$ cat config.mk
export PLATFORM = sky130hd
export DESIGN_NAME = flash_download_session_engine
export DESIGN_NICKNAME = d
export VERILOG_FILES = /design/src/rtl/core/fdse_pkg.sv /design/src/rtl/core/flash_download_session_engine.sv /design/src/rtl/core/fdse_front.sv /design/src/rtl/core/fdse_queue.sv /design/src/rtl/core/fdse_back.sv
export SDC_FILE = /design/constraint.sdc
export NUM_CORES = 1
export LEC_CHECK = 0
export ABC_CLOCK_PERIOD_IN_PS = 8760
export BUFFER_PORTS_ARGS = -buffer_cell sky130_fd_sc_hd__buf_2
export CORE_MARGIN = 2
export CORE_UTILIZATION = 60
export DETAILED_ROUTE_END_ITERATION = 6
export GPL_TIMING_DRIVEN = 0
export PLACE_DENSITY = 0.76
export SYNTH_ARGS = -nofsm -noshare
export SYNTH_HDL_FRONTEND = slang
export SYNTH_SLANG_ARGS = --single-unit
export TNS_END_PERCENT = 30
$ cat constraint.sdc
create_clock -name i_clk -period 8.76 [get_ports i_clk]
set_input_delay 0.876 -clock i_clk [delete_from_list [all_inputs] [get_ports i_clk]]
set_output_delay 0.876 -clock i_clk [all_outputs]
set_load 0.005 [all_outputs]
$ cat src/rtl/core/fdse_pkg.sv
// ----------------------------------------------------------------------------
// Flash download session engine package
// Shared phase codes, command bytes, queue entry and result types.
// ----------------------------------------------------------------------------
package fdse_pkg;

    typedef enum logic [2:0] {
        PH_SESSION = 3'd0,
        PH_REQUEST = 3'd1,
        PH_DATA    = 3'd2,
        PH_EXIT    = 3'd3,
        PH_DONE    = 3'd4
    } t_phase;

    typedef enum logic [1:0] {
        SUB_IDLE  = 2'd0,
        SUB_ARMED = 2'd1,
        SUB_RECV  = 2'd2
    } t_sub;

    // host commands and responses
    localparam logic [7:0] CMD_SESSION   = 8'h10;
    localparam logic [7:0] CMD_REQUEST   = 8'h34;
    localparam logic [7:0] CMD_DATA      = 8'h36;
    localparam logic [7:0] CMD_EXIT      = 8'h37;
    localparam logic [7:0] RSP_REFUSE    = 8'h7F;
    localparam logic [7:0] RSP_SESSION   = 8'h20;
    localparam logic [7:0] RSP_HEADER    = 8'h44;
    localparam logic [7:0] RSP_DATA_DONE = 8'h46;
    localparam logic [7:0] RSP_EXIT      = 8'h47;

    localparam logic [31:0] MARK_WAIT       = 32'hFFFF_FFFF;
    localparam logic [31:0] MARK_START      = 32'h5555_5555;
    localparam logic [31:0] MARK_ADDR_RESET = 32'h0800_4000;

    localparam logic [3:0] HDR_LAST     = 4'd11;
    localparam logic [2:0] SECTOR_INFO  = 3'd1;
    localparam logic [2:0] SECTOR_IMAGE = 3'd2;

    // configuration register indexes
    localparam int CFG_IDX_W = 1;
    localparam logic [CFG_IDX_W-1:0] CFG_UPDATE_MARK  = 1'b0;
    localparam logic [CFG_IDX_W-1:0] CFG_MARK_ADDRESS = 1'b1;

    // front-to-back queue
    localparam int QUEUE_DEPTH = 2;
    localparam int QPTR_W      = 1;
    localparam int QCNT_W      = 2;
    localparam int STEP_W      = 3;

    typedef enum logic [2:0] {
        JOB_SEND        = 3'd0,  // one response byte
        JOB_POLL_START  = 3'd1,  // erase info sector, answer session
        JOB_ERASE_IMAGE = 3'd2,  // erase image sector
        JOB_EXIT        = 3'd3,  // answer exit, system reset
        JOB_PROG        = 3'd4,  // program one image word
        JOB_EMPTY_DONE  = 3'd5,  // empty image: erase, answer, info record
        JOB_LAST_DONE   = 3'd6   // answer, last image word and info record
    } t_job_kind;

    typedef struct packed {
        t_job_kind   kind;
        logic [7:0]  tx;
        logic [31:0] addr;
        logic [31:0] data;
        logic [31:0] first;
        logic [31:0] entry;
        logic [31:0] size;
    } t_job;

    typedef enum logic [1:0] {
        OUT_SEND  = 2'd0,
        OUT_ERASE = 2'd1,
        OUT_PROG  = 2'd2,
        OUT_RESET = 2'd3
    } t_out_kind;

    typedef struct packed {
        t_out_kind   kind;
        logic [7:0]  tx;
        logic [2:0]  sector;
        logic [31:0] addr;
        logic [31:0] data;
        logic        last;
    } t_result;

    typedef struct packed {
        logic empty;
        logic full;
    } t_q_status;

    function automatic logic [STEP_W-1:0] job_len(input t_job_kind k);
        logic [STEP_W-1:0] n;
        unique case (k)
            JOB_POLL_START, JOB_EXIT:        n = 3'd2;
            JOB_EMPTY_DONE, JOB_LAST_DONE:   n = 3'd6;
            default:                         n = 3'd1;
        endcase
        return n;
    endfunction

endpackage

$ cat src/rtl/core/flash_download_session_engine.sv
// ----------------------------------------------------------------------------
// Flash download session engine
// Runs the session, header, data and exit phases of an image download.
// ----------------------------------------------------------------------------
// Flow: an accepted item's job is written into the job queue, and the result
// sequencer then registers its first result when its output register is free.
// Throughput: one item per cycle while the two-entry job queue has room; the
// result sequencer emits one result per cycle while the output is ready, and
// an item that causes results yields 1 to 6 (image word 1, final image byte 6).
// Reset: synchronous, active low; phase to session, counters and header words
// cleared, update_mark to 0xFFFFFFFF, mark_address to 0x08004000.
module flash_download_session_engine #(
    parameter int MAX_IMAGE_BYTES = 16384
) (
    input  logic        i_clk,
    input  logic        i_rst_n,
    input  logic        i_s_tvalid,
    output logic        o_s_tready,
    input  logic [7:0]  i_s_tdata,   // [7:0] rx_byte
    input  logic [0:0]  i_s_tuser,   // [0] func
    output logic        o_m_tvalid,
    input  logic        i_m_tready,
    output logic [79:0] o_m_tdata,   // [7:0] tx_byte, [10:8] sector,
                                     // [42:11] prog_address, [74:43] prog_data
    output logic [1:0]  o_m_tuser,   // [1:0] out_kind
    output logic        o_m_tlast,
    input  logic        i_cfg_wen,
    input  logic [0:0]  i_cfg_index,
    input  logic [31:0] i_cfg_data
);
    import fdse_pkg::*;

    logic      push, pop;
    t_job      push_job, head_job;
    t_q_status q_stat;
    t_result   res;
    logic      mark_wen, addr_wen;

    assign mark_wen = i_cfg_wen && (i_cfg_index == CFG_UPDATE_MARK);
    assign addr_wen = i_cfg_wen && (i_cfg_index == CFG_MARK_ADDRESS);

    fdse_front #(
        .MAX_IMAGE_BYTES (MAX_IMAGE_BYTES)
    ) u_front (
        .i_clk       (i_clk),
        .i_rst_n     (i_rst_n),
        .i_valid     (i_s_tvalid),
        .o_ready     (o_s_tready),
        .i_func      (i_s_tuser[0]),
        .i_rx_byte   (i_s_tdata),
        .i_q_full    (q_stat.full),
        .o_push      (push),
        .o_job       (push_job),
        .i_mark_wen  (mark_wen),
        .i_mark_data (i_cfg_data)
    );

    fdse_queue u_queue (
        .i_clk    (i_clk),
        .i_rst_n  (i_rst_n),
        .i_push   (push),
        .i_job    (push_job),
        .i_pop    (pop),
        .o_head   (head_job),
        .o_status (q_stat)
    );

    fdse_back u_back (
        .i_clk       (i_clk),
        .i_rst_n     (i_rst_n),
        .i_job       (head_job),
        .i_empty     (q_stat.empty),
        .o_pop       (pop),
        .o_valid     (o_m_tvalid),
        .i_ready     (i_m_tready),
        .o_res       (res),
        .i_addr_wen  (addr_wen),
        .i_addr_data (i_cfg_data)
    );

    assign o_m_tdata = {5'b00000, res.data, res.addr, res.sector, res.tx};
    assign o_m_tuser = res.kind;
    assign o_m_tlast = res.last;

    a_reset_ends_item : assert property (@(posedge i_clk) disable iff (!i_rst_n)
        (o_m_tvalid && (o_m_tuser == OUT_RESET)) |-> o_m_tlast)
        else $error("system reset result is not the last of its item");

    a_erase_sector : assert property (@(posedge i_clk) disable iff (!i_rst_n)
        (o_m_tvalid && (o_m_tuser == OUT_ERASE)) |->
        ((o_m_tdata[10:8] == SECTOR_INFO) || (o_m_tdata[10:8] == SECTOR_IMAGE)))
        else $error("erase of an unexpected sector");

    a_no_push_when_full : assert property (@(posedge i_clk) disable iff (!i_rst_n)
        push |-> (!q_stat.full || pop))
        else $error("job queue overflow");

    a_idle_after_reset : assert property (@(posedge i_clk)
        $past(!i_rst_n) |-> !o_m_tvalid)
        else $error("result valid right after reset");

endmodule

$ cat src/rtl/core/fdse_front.sv
// ----------------------------------------------------------------------------
// Session front end
// Accepts bytes and poll ticks, tracks the download phases and queues jobs.
// ----------------------------------------------------------------------------
module fdse_front #(
    parameter int MAX_IMAGE_BYTES = 16384
) (
    input  logic           i_clk,
    input  logic           i_rst_n,
    input  logic           i_valid,
    output logic           o_ready,
    input  logic           i_func,
    input  logic [7:0]     i_rx_byte,
    input  logic           i_q_full,
    output logic           o_push,
    output fdse_pkg::t_job o_job,
    input  logic           i_mark_wen,
    input  logic [31:0]    i_mark_data
);
    import fdse_pkg::*;

    localparam int BC_W = $clog2(MAX_IMAGE_BYTES + 1);

    t_phase            r_phase, n_phase;
    t_sub              r_sub, n_sub;
    logic [3:0]        r_hdr_cnt, n_hdr_cnt;
    logic [31:0]       r_entry, n_entry;
    logic [31:0]       r_size, n_size;
    logic [31:0]       r_first, n_first;
    logic [BC_W-1:0]   r_byte_cnt, n_byte_cnt;
    logic [23:0]       r_word_asm, n_word_asm;
    logic [31:0]       r_wr_addr, n_wr_addr;
    logic [31:0]       r_update_mark, n_update_mark;

    logic              acc;
    logic              active;
    logic              ev_poll_arm, ev_poll_start;
    logic              ev_cmd, ev_hdr, ev_data;
    logic [7:0]        want;
    logic              cmd_ok;
    logic              hdr_last, oversize;
    logic [1:0]        pos;
    logic [31:0]       word;
    logic [BC_W-1:0]   bc_inc;
    logic              data_done, word_full;
    logic              job_valid;

    assign o_ready = !i_q_full;
    assign acc     = i_valid && o_ready;
    assign active  = (r_phase == PH_SESSION) || (r_phase == PH_REQUEST) ||
                     (r_phase == PH_DATA) || (r_phase == PH_EXIT);

    // classify the item
    assign ev_poll_arm   = i_func && active && (r_sub == SUB_IDLE) &&
                           ((r_phase != PH_SESSION) || (r_update_mark == MARK_WAIT));
    assign ev_poll_start = i_func && (r_phase == PH_SESSION) && (r_sub == SUB_IDLE) &&
                           (r_update_mark == MARK_START);
    assign ev_cmd  = !i_func && active && (r_sub == SUB_ARMED);
    assign ev_hdr  = !i_func && (r_sub == SUB_RECV) && (r_phase == PH_REQUEST);
    assign ev_data = !i_func && (r_sub == SUB_RECV) && (r_phase == PH_DATA);

    always_comb begin
        unique case (r_phase)
            PH_SESSION: want = CMD_SESSION;
            PH_REQUEST: want = CMD_REQUEST;
            PH_DATA:    want = CMD_DATA;
            default:    want = CMD_EXIT;
        endcase
    end

    assign cmd_ok   = (i_rx_byte == want);
    assign hdr_last = (r_hdr_cnt == HDR_LAST);
    assign oversize = (r_size > 32'(MAX_IMAGE_BYTES));

    assign pos       = r_byte_cnt[1:0];
    assign word      = {8'h00, r_word_asm} | ({24'h0, i_rx_byte} << {pos, 3'b000});
    assign bc_inc    = r_byte_cnt + 1'b1;
    assign data_done = ({{(32-BC_W){1'b0}}, bc_inc} >= r_size);
    assign word_full = (pos == 2'd3) || data_done;

    // next state
    always_comb begin
        n_phase       = r_phase;
        n_sub         = r_sub;
        n_hdr_cnt     = r_hdr_cnt;
        n_entry       = r_entry;
        n_size        = r_size;
        n_first       = r_first;
        n_byte_cnt    = r_byte_cnt;
        n_word_asm    = r_word_asm;
        n_wr_addr     = r_wr_addr;
        n_update_mark = r_update_mark;
        if (i_mark_wen) begin
            n_update_mark = i_mark_data;
        end
        if (acc) begin
            if (ev_poll_arm) begin
                n_sub = SUB_ARMED;
            end else if (ev_poll_start) begin
                n_update_mark = MARK_WAIT;
                n_phase       = PH_REQUEST;
            end else if (ev_cmd) begin
                if (!cmd_ok) begin
                    n_phase = PH_SESSION;
                    n_sub   = SUB_IDLE;
                end else begin
                    unique case (r_phase)
                        PH_SESSION: begin
                            n_phase = PH_REQUEST;
                            n_sub   = SUB_IDLE;
                        end
                        PH_REQUEST: begin
                            n_hdr_cnt = 4'd0;
                            n_sub     = SUB_RECV;
                        end
                        PH_DATA: begin
                            n_byte_cnt = '0;
                            n_word_asm = '0;
                            n_wr_addr  = r_first;
                            if (r_size == 32'd0) begin
                                n_update_mark = MARK_WAIT;
                                n_phase       = PH_EXIT;
                                n_sub         = SUB_IDLE;
                            end else begin
                                n_sub = SUB_RECV;
                            end
                        end
                        default: begin
                            n_phase = PH_DONE;
                            n_sub   = SUB_IDLE;
                        end
                    endcase
                end
            end else if (ev_hdr) begin
                // header is big-endian: entry, size, first address
                if (r_hdr_cnt < 4'd4) begin
                    n_entry = {r_entry[23:0], i_rx_byte};
                end else if (r_hdr_cnt < 4'd8) begin
                    n_size = {r_size[23:0], i_rx_byte};
                end else begin
                    n_first = {r_first[23:0], i_rx_byte};
                end
                n_hdr_cnt = r_hdr_cnt + 4'd1;
                if (hdr_last) begin
                    n_hdr_cnt = 4'd0;
                    n_phase   = oversize ? PH_SESSION : PH_DATA;
                    n_sub     = SUB_IDLE;
                end
            end else if (ev_data) begin
                n_byte_cnt = bc_inc;
                if (word_full) begin
                    n_wr_addr  = r_wr_addr + 32'd4;
                    n_word_asm = '0;
                    if (data_done) begin
                        n_update_mark = MARK_WAIT;
                        n_phase       = PH_EXIT;
                        n_sub         = SUB_IDLE;
                    end
                end else begin
                    n_word_asm = word[23:0];
                end
            end
        end
    end

    // job for the back end
    always_comb begin
        job_valid   = 1'b0;
        o_job       = '0;
        o_job.kind  = JOB_SEND;
        o_job.first = r_first;
        o_job.entry = r_entry;
        o_job.size  = r_size;
        o_job.addr  = r_wr_addr;
        o_job.data  = word;
        if (ev_poll_start) begin
            job_valid  = 1'b1;
            o_job.kind = JOB_POLL_START;
        end else if (ev_cmd) begin
            if (!cmd_ok) begin
                job_valid = 1'b1;
                o_job.tx  = RSP_REFUSE;
            end else begin
                unique case (r_phase)
                    PH_SESSION: begin
                        job_valid = 1'b1;
                        o_job.tx  = RSP_SESSION;
                    end
                    PH_REQUEST: begin
                        job_valid = 1'b0;
                    end
                    PH_DATA: begin
                        job_valid  = 1'b1;
                        o_job.kind = (r_size == 32'd0) ? JOB_EMPTY_DONE : JOB_ERASE_IMAGE;
                    end
                    default: begin
                        job_valid  = 1'b1;
                        o_job.kind = JOB_EXIT;
                    end
                endcase
            end
        end else if (ev_hdr && hdr_last) begin
            job_valid = 1'b1;
            o_job.tx  = oversize ? RSP_REFUSE : RSP_HEADER;
        end else if (ev_data && word_full) begin
            job_valid  = 1'b1;
            o_job.kind = data_done ? JOB_LAST_DONE : JOB_PROG;
        end
    end

    assign o_push = acc && job_valid;

    always_ff @(posedge i_clk) begin
        if (!i_rst_n) begin
            r_phase       <= PH_SESSION;
            r_sub         <= SUB_IDLE;
            r_hdr_cnt     <= '0;
            r_entry       <= '0;
            r_size        <= '0;
            r_first       <= '0;
            r_byte_cnt    <= '0;
            r_word_asm    <= '0;
            r_wr_addr     <= '0;
            r_update_mark <= MARK_WAIT;
        end else begin
            r_phase       <= n_phase;
            r_sub         <= n_sub;
            r_hdr_cnt     <= n_hdr_cnt;
            r_entry       <= n_entry;
            r_size        <= n_size;
            r_first       <= n_first;
            r_byte_cnt    <= n_byte_cnt;
            r_word_asm    <= n_word_asm;
            r_wr_addr     <= n_wr_addr;
            r_update_mark <= n_update_mark;
        end
    end

endmodule

$ cat src/rtl/core/fdse_queue.sv
// ----------------------------------------------------------------------------
// Job queue
// Short register queue between the front end and the result sequencer.
// ----------------------------------------------------------------------------
module fdse_queue (
    input  logic                i_clk,
    input  logic                i_rst_n,
    input  logic                i_push,
    input  fdse_pkg::t_job      i_job,
    input  logic                i_pop,
    output fdse_pkg::t_job      o_head,
    output fdse_pkg::t_q_status o_status
);
    import fdse_pkg::*;

    t_job              r_mem [QUEUE_DEPTH];
    logic [QPTR_W-1:0] r_wptr, r_rptr;
    logic [QCNT_W-1:0] r_count, n_count;

    assign o_head          = r_mem[r_rptr];
    assign o_status.empty  = (r_count == '0);
    assign o_status.full   = (r_count == QCNT_W'(QUEUE_DEPTH));

    always_comb begin
        n_count = r_count;
        if (i_push && !i_pop) begin
            n_count = r_count + 1'b1;
        end else if (!i_push && i_pop) begin
            n_count = r_count - 1'b1;
        end
    end

    always_ff @(posedge i_clk) begin
        if (i_push) begin
            r_mem[r_wptr] <= i_job;
        end
    end

    always_ff @(posedge i_clk) begin
        if (!i_rst_n) begin
            r_wptr  <= '0;
            r_rptr  <= '0;
            r_count <= '0;
        end else begin
            r_count <= n_count;
            if (i_push) begin
                r_wptr <= r_wptr + 1'b1;
            end
            if (i_pop) begin
                r_rptr <= r_rptr + 1'b1;
            end
        end
    end

endmodule

$ cat src/rtl/core/fdse_back.sv
// ----------------------------------------------------------------------------
// Result sequencer
// Expands each queued job into its results, one per cycle unless stalled.
// ----------------------------------------------------------------------------
module fdse_back (
    input  logic              i_clk,
    input  logic              i_rst_n,
    input  fdse_pkg::t_job    i_job,
    input  logic              i_empty,
    output logic              o_pop,
    output logic              o_valid,
    input  logic              i_ready,
    output fdse_pkg::t_result o_res,
    input  logic              i_addr_wen,
    input  logic [31:0]       i_addr_data
);
    import fdse_pkg::*;

    logic [STEP_W-1:0] r_step, n_step;
    logic              r_valid;
    t_result           r_res, n_res;
    logic [31:0]       r_mark_addr;
    logic [STEP_W-1:0] len;
    logic              step_last;
    logic              load;
    logic [31:0]       rec_addr, rec_data;

    assign len       = job_len(i_job.kind);
    assign step_last = (r_step == len - 1'b1);
    assign load      = !i_empty && (!r_valid || i_ready);
    assign o_pop     = load && step_last;
    assign o_valid   = r_valid;
    assign o_res     = r_res;

    always_comb begin
        n_step = r_step;
        if (load) begin
            n_step = step_last ? '0 : r_step + 1'b1;
        end
    end

    // info record: first address, entry point, size
    always_comb begin
        unique case (r_step)
            3'd3:    begin rec_addr = r_mark_addr;          rec_data = i_job.first; end
            3'd4:    begin rec_addr = r_mark_addr + 32'd4;  rec_data = i_job.entry; end
            default: begin rec_addr = r_mark_addr + 32'd8;  rec_data = i_job.size;  end
        endcase
    end

    always_comb begin
        n_res      = '0;
        n_res.kind = OUT_SEND;
        n_res.last = step_last;
        unique case (i_job.kind)
            JOB_SEND: begin
                n_res.tx = i_job.tx;
            end
            JOB_POLL_START: begin
                if (r_step == 3'd0) begin
                    n_res.kind   = OUT_ERASE;
                    n_res.sector = SECTOR_INFO;
                end else begin
                    n_res.tx = RSP_SESSION;
                end
            end
            JOB_ERASE_IMAGE: begin
                n_res.kind   = OUT_ERASE;
                n_res.sector = SECTOR_IMAGE;
            end
            JOB_EXIT: begin
                if (r_step == 3'd0) begin
                    n_res.tx = RSP_EXIT;
                end else begin
                    n_res.kind = OUT_RESET;
                end
            end
            JOB_PROG: begin
                n_res.kind = OUT_PROG;
                n_res.addr = i_job.addr;
                n_res.data = i_job.data;
            end
            JOB_EMPTY_DONE, JOB_LAST_DONE: begin
                if (r_step == 3'd0) begin
                    if (i_job.kind == JOB_EMPTY_DONE) begin
                        n_res.kind   = OUT_ERASE;
                        n_res.sector = SECTOR_IMAGE;
                    end else begin
                        n_res.tx = RSP_DATA_DONE;
                    end
                end else if (r_step == 3'd1) begin
                    if (i_job.kind == JOB_EMPTY_DONE) begin
                        n_res.tx = RSP_DATA_DONE;
                    end else begin
                        n_res.kind = OUT_PROG;
                        n_res.addr = i_job.addr;
                        n_res.data = i_job.data;
                    end
                end else if (r_step == 3'd2) begin
                    n_res.kind   = OUT_ERASE;
                    n_res.sector = SECTOR_INFO;
                end else begin
                    n_res.kind = OUT_PROG;
                    n_res.addr = rec_addr;
                    n_res.data = rec_data;
                end
            end
            default: begin
                n_res.tx = i_job.tx;
            end
        endcase
    end

    always_ff @(posedge i_clk) begin
        if (load) begin
            r_res <= n_res;
        end
    end

    always_ff @(posedge i_clk) begin
        if (!i_rst_n) begin
            r_step      <= '0;
            r_valid     <= 1'b0;
            r_mark_addr <= MARK_ADDR_RESET;
        end else begin
            r_step <= n_step;
            if (load) begin
                r_valid <= 1'b1;
            end else if (i_ready) begin
                r_valid <= 1'b0;
            end
            if (i_addr_wen) begin
                r_mark_addr <= i_addr_data;
            end
        end
    end

endmodule

==> impl_metrics.json <==
{
  "layout_common_cells": "406 x nand2_1, 406 x edfxtp_1, 249 x dfxtp_1, 230 x a21oi_1, 167 x nor2_1",
  "die_h_um": 221.9,
  "grt_usage_pct": 35.82,
  "ant_nets": 0,
  "clkSinkCount": 655,
  "synth_xor_area_share_pct": 0.8612,
  "synthTopCellsByArea": "edfxtp_1 43%, dfxtp_1 18%, nand2_1 5.4%",
  "pin_count": 132,
  "hold_viol_final": 0,
  "antenna_found_initial": 1,
  "final-instance-count-excl-fill": 3425,
  "via_per_inst": 6.457,
  "setup.worst_path.class": "reg2reg",
  "clkLatencyLatePin_ns": 0.63,
  "placed_cell_area_um2": 30030,
  "synth_top_flop_cell": "edfxtp_1",
  "rows": 79,
  "synth_fa_ha_area_share_pct": 1.318,
  "ir_drop_v": 0.0001882,
  "regToRegSetupSlack_ns": 3.00,
  "worst_slew_pin_slew_ns": 1.403,
  "finClkSkew_ns": 0.02945,
  "initial_utilization_pct": 61.03,
  "dieArea_um2": 49220,
  "min_period_ns": 5.758,
  "synth-edff-count": 406,
  "ys_warn_count": 0,
  "cp.arrival_ns": 6.00,
  "synth_top_area_cell": "edfxtp_1",
  "grt_pass1_vias": 20890,
  "place_ws_ns": 3.192,
  "fin_nets": 2838,
  "first_iter_violations": 2924,
  "powerDensity_nw_per_um2": 239.4,
  "rsz0062_at_grt": "no",
  "slew_headroom_pct": 5.140,
  "drt-pass1-iter-count": 6,
  "area_delta_synth_final_pct": 13.32,
  "ys_ff_latch": 655,
  "netlist_instances": 2559,
  "dp_hpwl_um": 64430,
  "period_share_pct": 65.73,
  "cts_inserted_buffers": 68,
  "path_max_fanout": 112,
  "cts_root_buffer": "clkbuf_16",
  "whs_ns": 0.4590,
  "core_um2": 46650,
  "syn_avg_cell_area_um2": 11.13,
  "vias": 22120,
  "overflow": 0,
  "crit_top_cell": "nand3_1",
  "synth_cell_types": 87,
  "slew_viol_final": 0,
  "clk_pin_slew_ns": 0.06,
  "cp-end-kind": "flop",
  "yosysSeqAreaShare_pct": 60.32,
  "synthMuxAreaShare_pct": 8.621,
  "post_cts_buffers": 0,
  "hold_path_class": "reg2reg",
  "setup_ws_ns": 3.002,
  "grt_max_degree": 113,
  "crit_path_top_delay_cell": "dfxtp_1",
  "synth_simple_gate_area_share_pct": 12.87,
  "port_buffers": 120,
  "die_x_um": 221.9,
  "cap_violations": 0,
  "grt_pass1_wl_um": 130700,
  "status": "finished clean",
  "synth_top_area_share_pct": 42.82,
  "startpoint_type": "flop",
  "fin_area_um2": 32270,
  "crit_buf_inv": 2,
  "wl_per_cell_um": 25.94,
  "synth_top_family_by_area": "simple AND/OR/NAND/NOR gates",
  "cp_top_family": "simple AND/OR/NAND/NOR gates",
  "synth-async-reset-ratio_pct": 0,
  "cts_tree": "built",
  "drive_gt1_share_pct": 14.09,
  "p_leak_nw": 12.16,
  "crit_chain": "ha_1, nand3_1, nor3_1, and3_1, nand3_1, xnor2_1, ha_1, nand4b_1, nor4_1, a2111oi_0, a31o_2, o21ai_0, nand3_1, inv_8, buf_16",
  "fmax_ghz": 0.1737,
  "critical_path_required_ns": 9.00,
  "drc_errors": 0,
  "tns_ns": 0,
  "place_congestion": 0.9480,
  "synth-compound-area-share_pct": 12.65,
  "clock_path_buffers": 3,
  "setup_viol": 0,
  "slowest_delay_ns": 0.56,
  "nFillCells": 3354,
  "cts.htree.levels": 3,
  "netlist_area_um2": 28470,
  "place_inst": 3298,
  "cts-resized-gates": 0,
  "ctsHoldBuffers": 0,
  "wirelength_um": 88860
}
[registers in the layout, indices dropped and copies added, names as in the netlist, named ones only]
signal	cells
u_back.o_res	74
u_back.o_valid	1
u_back.r_mark_addr	32
u_back.r_step	3
u_front.r_byte_cnt	15
u_front.r_entry	32
u_front.r_first	32
u_front.r_hdr_cnt	4
u_front.r_phase	3
u_front.r_size	32
u_front.r_sub	2
u_front.r_update_mark	32
u_front.r_word_asm	24
u_front.r_wr_addr	32
u_queue.r_count	2
u_queue.r_mem	332
u_queue.r_rptr	1
u_queue.r_wptr	1
[layer usage]
layer,up-vias,GRT usage (%),wire length [um]
li1,9807,-,-
met3,258,8.216,9622
met5,-,0,0
met1,10750,49.24,35610
met2,1305,53.70,38920
met4,0,18.07,4711
[area by class of cell]
type | count | area (um2) | area share (%)
diodes | 1 | 2.502 | 0.007755
plain buffers | 170 | 734.5 | 2.276
clock buffers | 105 | 2022 | 6.266
clock inverters | 21 | 215.2 | 0.6669
inverters | 58 | 225.2 | 0.6980
multi-input cells | 1682 | 10380 | 32.17
flip-flops and latches | 655 | 17180 | 53.23
well taps | 607 | 759.5 | 2.354
repair buffers | 126 | 750.7 | 2.327
[worst paths after layout]
| kind | start | end | depth (start not counted) |
|---|---|---|---|
| setup / recovery | u_front.r_byte_cnt[0] | u_queue.r_mem[0][91] | 15 |
| hold / removal | u_front.r_word_asm[20] | u_front.r_word_asm[20] | 2 |
| setup reg to reg | u_front.r_byte_cnt[0] | u_queue.r_mem[0][91] | 15 |
| hold reg to reg | u_front.r_word_asm[20] | u_front.r_word_asm[20] | 2 |
[where the power goes]
part	switching, W	leakage (nW)	total, W	internal, W
clock	0.00123	1.10	0.00287	0.00164
sequential	0.0000649	6.29	0.00352	0.00345
combinational	0.000937	4.77	0.00134	0.000398
total	0.00223	12.2	0.00772	0.00549
[worst reg2reg max path, cell delays in order, from the launching register on]
cell and delay [ns]:
dfxtp_1 0.56, ha_1 0.36, nand3_1 0.20, nor3_1 0.44, and3_1 0.32, nand3_1 0.14, xnor2_1 0.17, ha_1 0.33
nand4b_1 0.20, nor4_1 0.42, a2111oi_0 0.16, a31o_2 0.40, o21ai_0 0.38, nand3_1 0.28, inv_8 0.42, buf_16 0.52
[metrics by stage]
| step | utilization (%) | power [W] |
|---|---|---|
| detailed placement | 64.36 | 0.004881 |
| floorplan | - | 0.004284 |
| finish | 69.16 | 0.007724 |
| global route | 69.16 | 0.007927 |
| CTS | 69.16 | 0.007703 |
| global placement | 64.00 | 0.004874 |
[cell usage after synthesis, types with 33 or more instances]
| cell type | number |
|---|---|
| mux2i_1 | 147 |
| o21ai_0 | 94 |
| nand4_1 | 35 |
| mux2_2 | 86 |
| edfxtp_1 | 406 |
| clkbuf_1 | 119 |
| inv_1 | 58 |
| nand3_1 | 43 |
| a31oi_1 | 41 |
| nand2_1 | 406 |
| a21oi_1 | 230 |
| dfxtp_1 | 249 |
| a221oi_1 | 33 |
| nor2_1 | 168 |
[logic make-up after synthesis]
| kind of cell | after synthesis |
|---|---|
| AOI/OAI and AO/OA | 569 |
| xor gates and xnor gates | 28 |
| adders and majority gates | 30 |
| buffers and inverters | 228 |
| DFF | 655 |
| muxes | 234 |
| other | 1 |
| and+or+nand+nor | 814 |
No activity file was read; power rests on OpenSTA's default activity.
